File: config.mk
export PLATFORM = sky130hd
export DESIGN_NAME = indexed_insert_delete_list_unit
export DESIGN_NICKNAME = d
export VERILOG_FILES = /design/src/rtl/iidl_pkg.sv /design/src/rtl/indexed_insert_delete_list_unit.sv /design/src/rtl/iidl_ctrl.sv /design/src/rtl/iidl_dpath.sv
export VERILOG_INCLUDE_DIRS = /design/src /design/src/rtl
export SDC_FILE = /design/constraint.sdc
export NUM_CORES = 1
export LEC_CHECK = 0
export BUFFER_PORTS_ARGS = -buffer_cell sky130_fd_sc_hd__buf_2
export CAP_MARGIN = 20
export CELL_PAD_IN_SITES_DETAIL_PLACEMENT = 1
export CELL_PAD_IN_SITES_GLOBAL_PLACEMENT = 1
export CORE_ASPECT_RATIO = 1.25
export CORE_MARGIN = 3
export CORE_UTILIZATION = 25
export CTS_CLUSTER_SIZE = 30
export DETAILED_ROUTE_END_ITERATION = 16
export HOLD_SLACK_MARGIN = 0.02
export PLACE_DENSITY_LB_ADDON = 0.1
export SYNTH_ARGS = -nofsm -noshare
export SYNTH_HDL_FRONTEND = slang
export SYNTH_SLANG_ARGS = --single-unit
File: constraint.sdc
create_clock -name clk -period 13.4 [get_ports clk]
set_clock_uncertainty 0.2 [all_clocks]
set_input_delay 2.68 -clock clk [delete_from_list [all_inputs] [get_ports clk]]
set_output_delay 2.68 -clock clk [all_outputs]
set_load 0.005 [all_outputs]
File: src/rtl/indexed_insert_delete_list_unit_assert.svh
// Assertion macros for the list unit; all sample on clk and are off during reset.
`ifndef INDEXED_INSERT_DELETE_LIST_UNIT_ASSERT_SVH
`define INDEXED_INSERT_DELETE_LIST_UNIT_ASSERT_SVH

// Implication in the same cycle.
`define IIDL_ASSERT_NOW(label, ante, cons, msg) \
	label: assert property (@(posedge clk) disable iff (!arst_n) (ante) |-> (cons)) \
		else $error(msg);

// Implication in the next cycle.
`define IIDL_ASSERT_NEXT(label, ante, cons, msg) \
	label: assert property (@(posedge clk) disable iff (!arst_n) (ante) |=> (cons)) \
		else $error(msg);

`endif

File: src/rtl/iidl_pkg.sv
package iidl_pkg;

	localparam int CAPACITY = 16;

	localparam int CMD_W = 3;
	localparam int POS_W = 5;
	localparam int VAL_W = 32;
	localparam int STS_W = 2;
	localparam int LEN_W = 5;

	localparam int IDX_W = $clog2(CAPACITY);
	localparam int CNT_W = $clog2(CAPACITY + 1);
	localparam int CMP_W = (CNT_W > POS_W) ? CNT_W : POS_W;

	typedef enum logic [CMD_W-1:0] {
		CMD_INSERT     = 3'd0,
		CMD_DELETE     = 3'd1,
		CMD_PUSH_BACK  = 3'd2,
		CMD_PUSH_FRONT = 3'd3,
		CMD_POP_BACK   = 3'd4,
		CMD_POP_FRONT  = 3'd5,
		CMD_READ       = 3'd6,
		CMD_WRITE      = 3'd7
	} cmd_t;

	typedef enum logic [STS_W-1:0] {
		STS_OK        = 2'd0,
		STS_BAD_INDEX = 2'd1,
		STS_EMPTY     = 2'd2,
		STS_FULL      = 2'd3
	} status_t;

	// Controller to datapath commands.
	typedef struct packed {
		logic load;
		logic exec;
	} ctrl_t;

endpackage

File: src/rtl/indexed_insert_delete_list_unit.sv
// Ordered list of up to 16 signed words with insert, delete, push, pop,
// read and write by index. Issue a command by raising start while busy is
// low; busy then stays high for one cycle while the list is updated, and in
// the cycle after that done pulses for exactly one cycle with status,
// read_value and length. The receiver cannot stall: capture the result in
// the done cycle or it is lost. A new command may be issued in the same
// cycle that done is high, but not while busy; the controller loads each
// command and then executes it, and every element moves to its neighbor
// in parallel within the execute cycle.
`include "indexed_insert_delete_list_unit_assert.svh"

module indexed_insert_delete_list_unit (
	input  logic                          clk,
	input  logic                          arst_n,
	input  logic                          start,
	output logic                          busy,
	input  logic [iidl_pkg::CMD_W-1:0]    cmd,
	input  logic [iidl_pkg::POS_W-1:0]    position,
	input  logic signed [iidl_pkg::VAL_W-1:0] value,
	output logic                          done,
	output logic [iidl_pkg::STS_W-1:0]    status,
	output logic signed [iidl_pkg::VAL_W-1:0] read_value,
	output logic [iidl_pkg::LEN_W-1:0]    length
);
	import iidl_pkg::*;

	ctrl_t ctrl;

	iidl_ctrl u_ctrl (
		.clk    (clk),
		.arst_n (arst_n),
		.start  (start),
		.busy   (busy),
		.ctrl   (ctrl)
	);

	iidl_dpath u_dpath (
		.clk        (clk),
		.arst_n     (arst_n),
		.ctrl       (ctrl),
		.cmd        (cmd),
		.position   (position),
		.value      (value),
		.done       (done),
		.status     (status),
		.read_value (read_value),
		.length     (length)
	);

	`IIDL_ASSERT_NEXT(a_accept_busy, start && !busy, busy && !done, "accepted item did not raise busy")
	`IIDL_ASSERT_NEXT(a_exec_done, busy, done && !busy, "execute cycle gave no result")
	`IIDL_ASSERT_NOW(a_done_idle, done, !busy && !ctrl.exec, "result while still executing")
	`IIDL_ASSERT_NOW(a_read_zero, done && status != STS_OK, read_value == '0, "failed command returned data")

endmodule

File: src/rtl/iidl_ctrl.sv
module iidl_ctrl (
	input  logic              clk,
	input  logic              arst_n,
	input  logic              start,
	output logic              busy,
	output iidl_pkg::ctrl_t   ctrl
);
	import iidl_pkg::*;

	typedef enum logic [1:0] {
		ST_IDLE = 2'b01,
		ST_EXEC = 2'b10
	} state_t;

	state_t state_q;
	state_t state_nxt;

	always_comb begin
		state_nxt = state_q;
		unique case (state_q)
			ST_IDLE: begin
				if (start) state_nxt = ST_EXEC;
			end
			ST_EXEC: begin
				state_nxt = ST_IDLE;
			end
			default: begin
				state_nxt = ST_IDLE;
			end
		endcase
	end

	always_ff @(posedge clk or negedge arst_n) begin
		if (!arst_n) begin
			state_q <= ST_IDLE;
		end else begin
			state_q <= state_nxt;
		end
	end

	assign busy      = (state_q == ST_EXEC);
	assign ctrl.load = (state_q == ST_IDLE) && start;
	assign ctrl.exec = (state_q == ST_EXEC);

endmodule

File: src/rtl/iidl_dpath.sv
module iidl_dpath (
	input  logic                          clk,
	input  logic                          arst_n,
	input  iidl_pkg::ctrl_t               ctrl,
	input  logic [iidl_pkg::CMD_W-1:0]    cmd,
	input  logic [iidl_pkg::POS_W-1:0]    position,
	input  logic signed [iidl_pkg::VAL_W-1:0] value,
	output logic                          done,
	output logic [iidl_pkg::STS_W-1:0]    status,
	output logic signed [iidl_pkg::VAL_W-1:0] read_value,
	output logic [iidl_pkg::LEN_W-1:0]    length
);
	import iidl_pkg::*;

	cmd_t                cmd_q;
	logic [POS_W-1:0]    pos_q;
	logic [VAL_W-1:0]    val_q;
	logic [CNT_W-1:0]    count_q;
	logic [VAL_W-1:0]    elems_q [CAPACITY];
	logic [VAL_W-1:0]    elems_nxt [CAPACITY];

	logic                done_q;
	status_t             status_q;
	logic [VAL_W-1:0]    rdval_q;
	logic [LEN_W-1:0]    length_q;

	logic [CMP_W-1:0]    pos_c;
	logic [CMP_W-1:0]    cnt_c;
	logic                is_empty;
	logic                is_full;
	status_t             sts_c;
	logic                ok_c;
	logic                shift_up;
	logic                shift_dn;
	logic                put;
	logic [CMP_W-1:0]    at_c;
	logic [CMP_W-1:0]    put_at;
	logic [CNT_W-1:0]    count_nxt;

	assign pos_c    = CMP_W'(pos_q);
	assign cnt_c    = CMP_W'(count_q);
	assign is_empty = (count_q == '0);
	assign is_full  = (count_q >= CNT_W'(CAPACITY));

	always_comb begin
		sts_c = STS_OK;
		unique case (cmd_q)
			CMD_INSERT: begin
				if (pos_c > cnt_c)  sts_c = STS_BAD_INDEX;
				else if (is_full)   sts_c = STS_FULL;
			end
			CMD_DELETE, CMD_READ, CMD_WRITE: begin
				if (is_empty)            sts_c = STS_EMPTY;
				else if (pos_c >= cnt_c) sts_c = STS_BAD_INDEX;
			end
			CMD_PUSH_BACK, CMD_PUSH_FRONT: begin
				if (is_full) sts_c = STS_FULL;
			end
			CMD_POP_BACK, CMD_POP_FRONT: begin
				if (is_empty) sts_c = STS_EMPTY;
			end
			default: begin
				sts_c = STS_OK;
			end
		endcase
	end

	assign ok_c     = (sts_c == STS_OK);
	assign shift_up = ok_c && (cmd_q == CMD_INSERT || cmd_q == CMD_PUSH_FRONT);
	assign shift_dn = ok_c && (cmd_q == CMD_DELETE || cmd_q == CMD_POP_FRONT);
	assign put      = ok_c && (cmd_q == CMD_INSERT || cmd_q == CMD_PUSH_FRONT ||
	                           cmd_q == CMD_PUSH_BACK || cmd_q == CMD_WRITE);
	assign at_c     = (cmd_q == CMD_INSERT || cmd_q == CMD_DELETE) ? pos_c : '0;

	always_comb begin
		case (cmd_q)
			CMD_PUSH_BACK:  put_at = cnt_c;
			CMD_PUSH_FRONT: put_at = '0;
			default:        put_at = pos_c;
		endcase
	end

	always_comb begin
		count_nxt = count_q;
		if (ok_c) begin
			case (cmd_q)
				CMD_INSERT, CMD_PUSH_BACK, CMD_PUSH_FRONT: count_nxt = count_q + 1'b1;
				CMD_DELETE, CMD_POP_BACK, CMD_POP_FRONT:   count_nxt = count_q - 1'b1;
				default:                                   count_nxt = count_q;
			endcase
		end
	end

	// Each entry takes from its own neighbor, so the whole tail moves together in the execute cycle.
	for (genvar g = 0; g < CAPACITY; g++) begin : g_entry
		localparam logic [CMP_W-1:0] IDX = CMP_W'(g);
		localparam int LO = (g > 0) ? g - 1 : 0;
		localparam int HI = (g < CAPACITY - 1) ? g + 1 : CAPACITY - 1;
		always_comb begin
			elems_nxt[g] = elems_q[g];
			if (put && IDX == put_at)
				elems_nxt[g] = val_q;
			else if (shift_up && g > 0 && IDX > at_c)
				elems_nxt[g] = elems_q[LO];
			else if (shift_dn && g < CAPACITY - 1 && IDX >= at_c)
				elems_nxt[g] = elems_q[HI];
		end
	end

	always_ff @(posedge clk) begin
		if (ctrl.exec) begin
			for (int i = 0; i < CAPACITY; i++) begin
				elems_q[i] <= elems_nxt[i];
			end
		end
	end

	always_ff @(posedge clk) begin
		if (ctrl.load) begin
			cmd_q <= cmd_t'(cmd);
			pos_q <= position;
			val_q <= value;
		end
		if (ctrl.exec) begin
			status_q <= sts_c;
			length_q <= LEN_W'(count_nxt);
			rdval_q  <= (ok_c && cmd_q == CMD_READ) ? elems_q[pos_c[IDX_W-1:0]] : '0;
		end
	end

	always_ff @(posedge clk or negedge arst_n) begin
		if (!arst_n) begin
			count_q <= '0;
			done_q  <= 1'b0;
		end else begin
			done_q <= ctrl.exec;
			if (ctrl.exec) count_q <= count_nxt;
		end
	end

	assign done       = done_q;
	assign status     = status_q;
	assign read_value = rdval_q;
	assign length     = length_q;

endmodule
==> out/qor.yml <==
sta:
  max_freq_mhz: 179
  post-route-period-util_pct: 41.7
  finalSetupViolCount: 0
  setup_tns_ns: 0
  slew_headroom_pct: 22.5
  rsz0062_at_grt: "no"
  worst_slew_pin_slew_ns: 1.16
  finalHoldViolations: 0
  final_max_slew_viol_count: 0
  setup_ws_ns: 7.82
  min_period_ns: 5.58
logic_synthesis:
  ys.flop_type: "edfxtp_1"
  ys_seq_area_share_pct: 53.5
  avgSynthCellArea_um2: 12.3
  netlist_area_mm2: 0.0335
  synth_top_area_share_pct: 52.9
  synth_area_leader_cell: "edfxtp_1"
  yosys_warnings: 0
  synth_edf_count: 591
  synth_nets: 2792
  synth_cell_type_count: 65
  ys_ff_latch: 599
  async_flop_share_pct: 1.34
  netlist_instances: 2735
  synth_area_leaders: "edfxtp_1 53%, mux4_2 11%, a2bb2oi_1 9.2%"
placement:
  place.port_buffers: 83
  dpl.cell_count: 4364
  dp_hpwl_um: 91600
  globalplace.congestion: 0.807
  post-place-ws_ns: 7.84
route:
  drc_errors: 0
  wl_um: 153000
  viasPerCell: 5.59
  antenna_left: 0
  dr.pass1.iters: 5
  via_count: 25200
  wl_per_cell_um: 33.9
  drt_iter0_markers: 2204
floorplan:
  fp.dieH_um: 415
  die_area_mm2: 0.139
  std_cell_rows: 149
  die_x_um: 334
  initial_core_util_pct: 25.3
  io_pins: 84
  core_area_mm2: 0.133
critical_path:
  path_max_fanout: 47
  crit_buf_inv: 3
  cpMaxStageDelayCell: "nand3_1"
  crit_chain: "buf_4 > ha_1 > o21ai_0 > o21a_1 > o21ai_4 > buf_4 > nand2_1 > nand3_1 > o22ai_4 > buf_4"
  critPathLaunchType: "flip-flop"
  cp-end-kind: "flip-flop"
  worst-path-stages: 10
  r2r_cells: 10
  crit_family: "buffers and inverters"
  critPathMostFrequentCell: "buf_4"
  reg2reg_slack_ns: 7.82
  critical-path-max-stage-delay_ns: 0.82
  path_class: "reg2reg"
  required_ns: 13.51
  arrival_ns: 5.70
  rr_endpoint: "u_dpath.elems_q[7][16]$_DFFE_PP_"
  r2r_start: "u_dpath.pos_c[2]$_DFFE_PP_"
min_path:
  min_from: "u_ctrl.state_q[1]$_DFFE_PN0P_"
  hold_path_depth: 1
  holdPathEnd: "u_ctrl.state_q[0]$_DFFE_PN1P_"
  min_path_type: "reg2reg"
clock_network:
  clock_latency_ns: 0.68
  cts_sinks: 599
  ctsResizeCount: 0
  h-tree-depth: 3
  cts_hold_buf: 0
  cts_tree: "done"
  clock-root-buffer: "clkbuf_16"
  clk_pin_slew_worst_paths_ns: 0.06
  cts_buffers: 77
  clk_path_buf_depth: 3
  cts_setup_buffers: 0
cells_and_area:
  layout-drive-gt1-share_pct: 20.7
  syn_to_final_growth_pct: 14.3
  layout.nets: 2767
  final_cells: 4505
  final_common_cell: "edfxtp_1"
  final_core_util_pct: 28.9
  nFillCells: 14200
  final_cell_mix: "591 x edfxtp_1, 458 x a21oi_1, 367 x nand2_1"
pwr:
  ir_drop_mv: 0.0796
  intPower_w: 0.00372
  combPwrFrac_pct: 22.2
  power_frac_clock_pct: 36.1
  p_sw_w: 0.00177
  p_sw_share_pct: 32.3
  powerDensity_mw_per_mm2: 143
  leakagePower_nw: 13.1
  seqPwrFrac_pct: 41.7
grt:
  grt_pass1_vias: 26500
  antenna_found_initial: 4
  track_usage_pct: 21.6
  grt_pass1_wl_um: 213000
  grt_overflow_total: 0
  grt_start_max_net_pins: 129
flow_run:
  drv_cap: 0
status:
  status: "finished clean"
==> Yosys cell counts, drive strengths merged, types with 13 or more instances <==
| cell | n |
|---|---|
| mux2i | 97 |
| inv | 14 |
| a21oi | 479 |
| nand2b | 13 |
| nor2b | 40 |
| clkbuf | 135 |
| nand2 | 367 |
| a2bb2oi | 352 |
| o21ai | 33 |
| nor2 | 122 |
| edfxtp | 591 |
| mux2 | 70 |
| ha | 13 |
| buf | 128 |
| nand3 | 19 |
| mux4 | 160 |
==> worst register-to-register path, stage by stage, from the launching register on <==
cell	delay (ns)
edfxtp_1	0.33
buf_4	0.73
ha_1	0.41
o21ai_0	0.25
o21a_1	0.23
o21ai_4	0.07
buf_4	0.34
nand2_1	0.51
nand3_1	0.82
o22ai_4	0.77
buf_4	0.53
==> cells by family (layout without fill, tap and decap cells) <==
logic type,Yosys count,in the layout,synth area share (%)
xor+xnor,8,8,0.209
mux,327,327,16.0
simple gates,595,595,7.57
fa+ha+maj,14,14,0.545
compound gates,915,915,18.4
flops,599,599,53.5
other cells,0,1,0
buf+inv,277,310,3.76
==> power by group through the flow <==
stage	Sequential, W	Clock (W)	Combinational [W]
after floorplan	0.00226	0	0.000788
after global placement	0.00232	0	0.00120
after detailed placement	0.00233	0	0.00122
after CTS	0.00229	0.00205	0.00122
after global routing	0.00230	0.00212	0.00130
final	0.00229	0.00198	0.00122
==> sequential cells by signal (all words and copies together) (netlist names) <==
| register | flops |
|---|---|
| u_dpath.cmd_q | 3 |
| u_dpath.elems_q | 512 |
| u_dpath.val_q | 32 |
| u_dpath.pos_c | 5 |
| u_dpath.cnt_c | 5 |
| u_dpath.done | 1 |
| u_dpath.read_value | 32 |
| u_dpath.length | 5 |
| u_dpath.status | 2 |
| u_ctrl.state_q | 2 |
==> worst max path at each step <==
stage / from / endpoint
finish: u_dpath.pos_c[2]$_DFFE_PP_ / u_dpath.elems_q[7][16]$_DFFE_PP_
global route: u_dpath.pos_c[2]$_DFFE_PP_ / u_dpath.elems_q[7][26]$_DFFE_PP_
CTS: u_dpath.pos_c[2]$_DFFE_PP_ / u_dpath.elems_q[7][14]$_DFFE_PP_
detailed placement: u_dpath.pos_c[2]$_DFFE_PP_ / u_dpath.elems_q[7][25]$_DFFE_PP_
global placement: u_dpath.pos_c[2]$_DFFE_PP_ / u_dpath.elems_q[7][25]$_DFFE_PP_
floorplan: u_dpath.pos_c[0]$_DFFE_PP_ / u_dpath.elems_q[14][0]$_DFFE_PP_
==> metal layers <==
| layer | track usage (%) | vias up | part of all wire, % |
|---|---|---|---|
| li1 | - | 10600 | - |
| met1 | 27.8 | 13400 | 43 |
| met2 | 36.6 | 881 | 49 |
| met3 | 3.43 | 231 | 5.4 |
| met4 | 7.41 | 0 | 3.0 |
| met5 | 0 | - | 0 |
==> through the flow <==
step	hold WS (ns)	area, um2	total power, W
after CTS	0.321	38300	0.00557
after global routing	0.339	38300	0.00571
final	0.316	38300	0.00549
after floorplan	0.264	33500	0.00305
after detailed placement	0.308	36000	0.00355
after global placement	0.288	36000	0.00352
==> area by class of cell <==
cell class	count	area, um2	share of cell area [%]
Timing Repair Buffer	159	1020	2.66
Clock inverter	34	206	0.539
Clock buffer	103	2090	5.45
Multi-Input combinational cell	1859	14800	38.7
Inverter	14	55.1	0.144
Sequential cell	599	17900	46.8
Antenna cell	1	2.50	0.00653
Tap cell	1736	2170	5.67
Note: power is estimated with default switching activity, not from simulation.
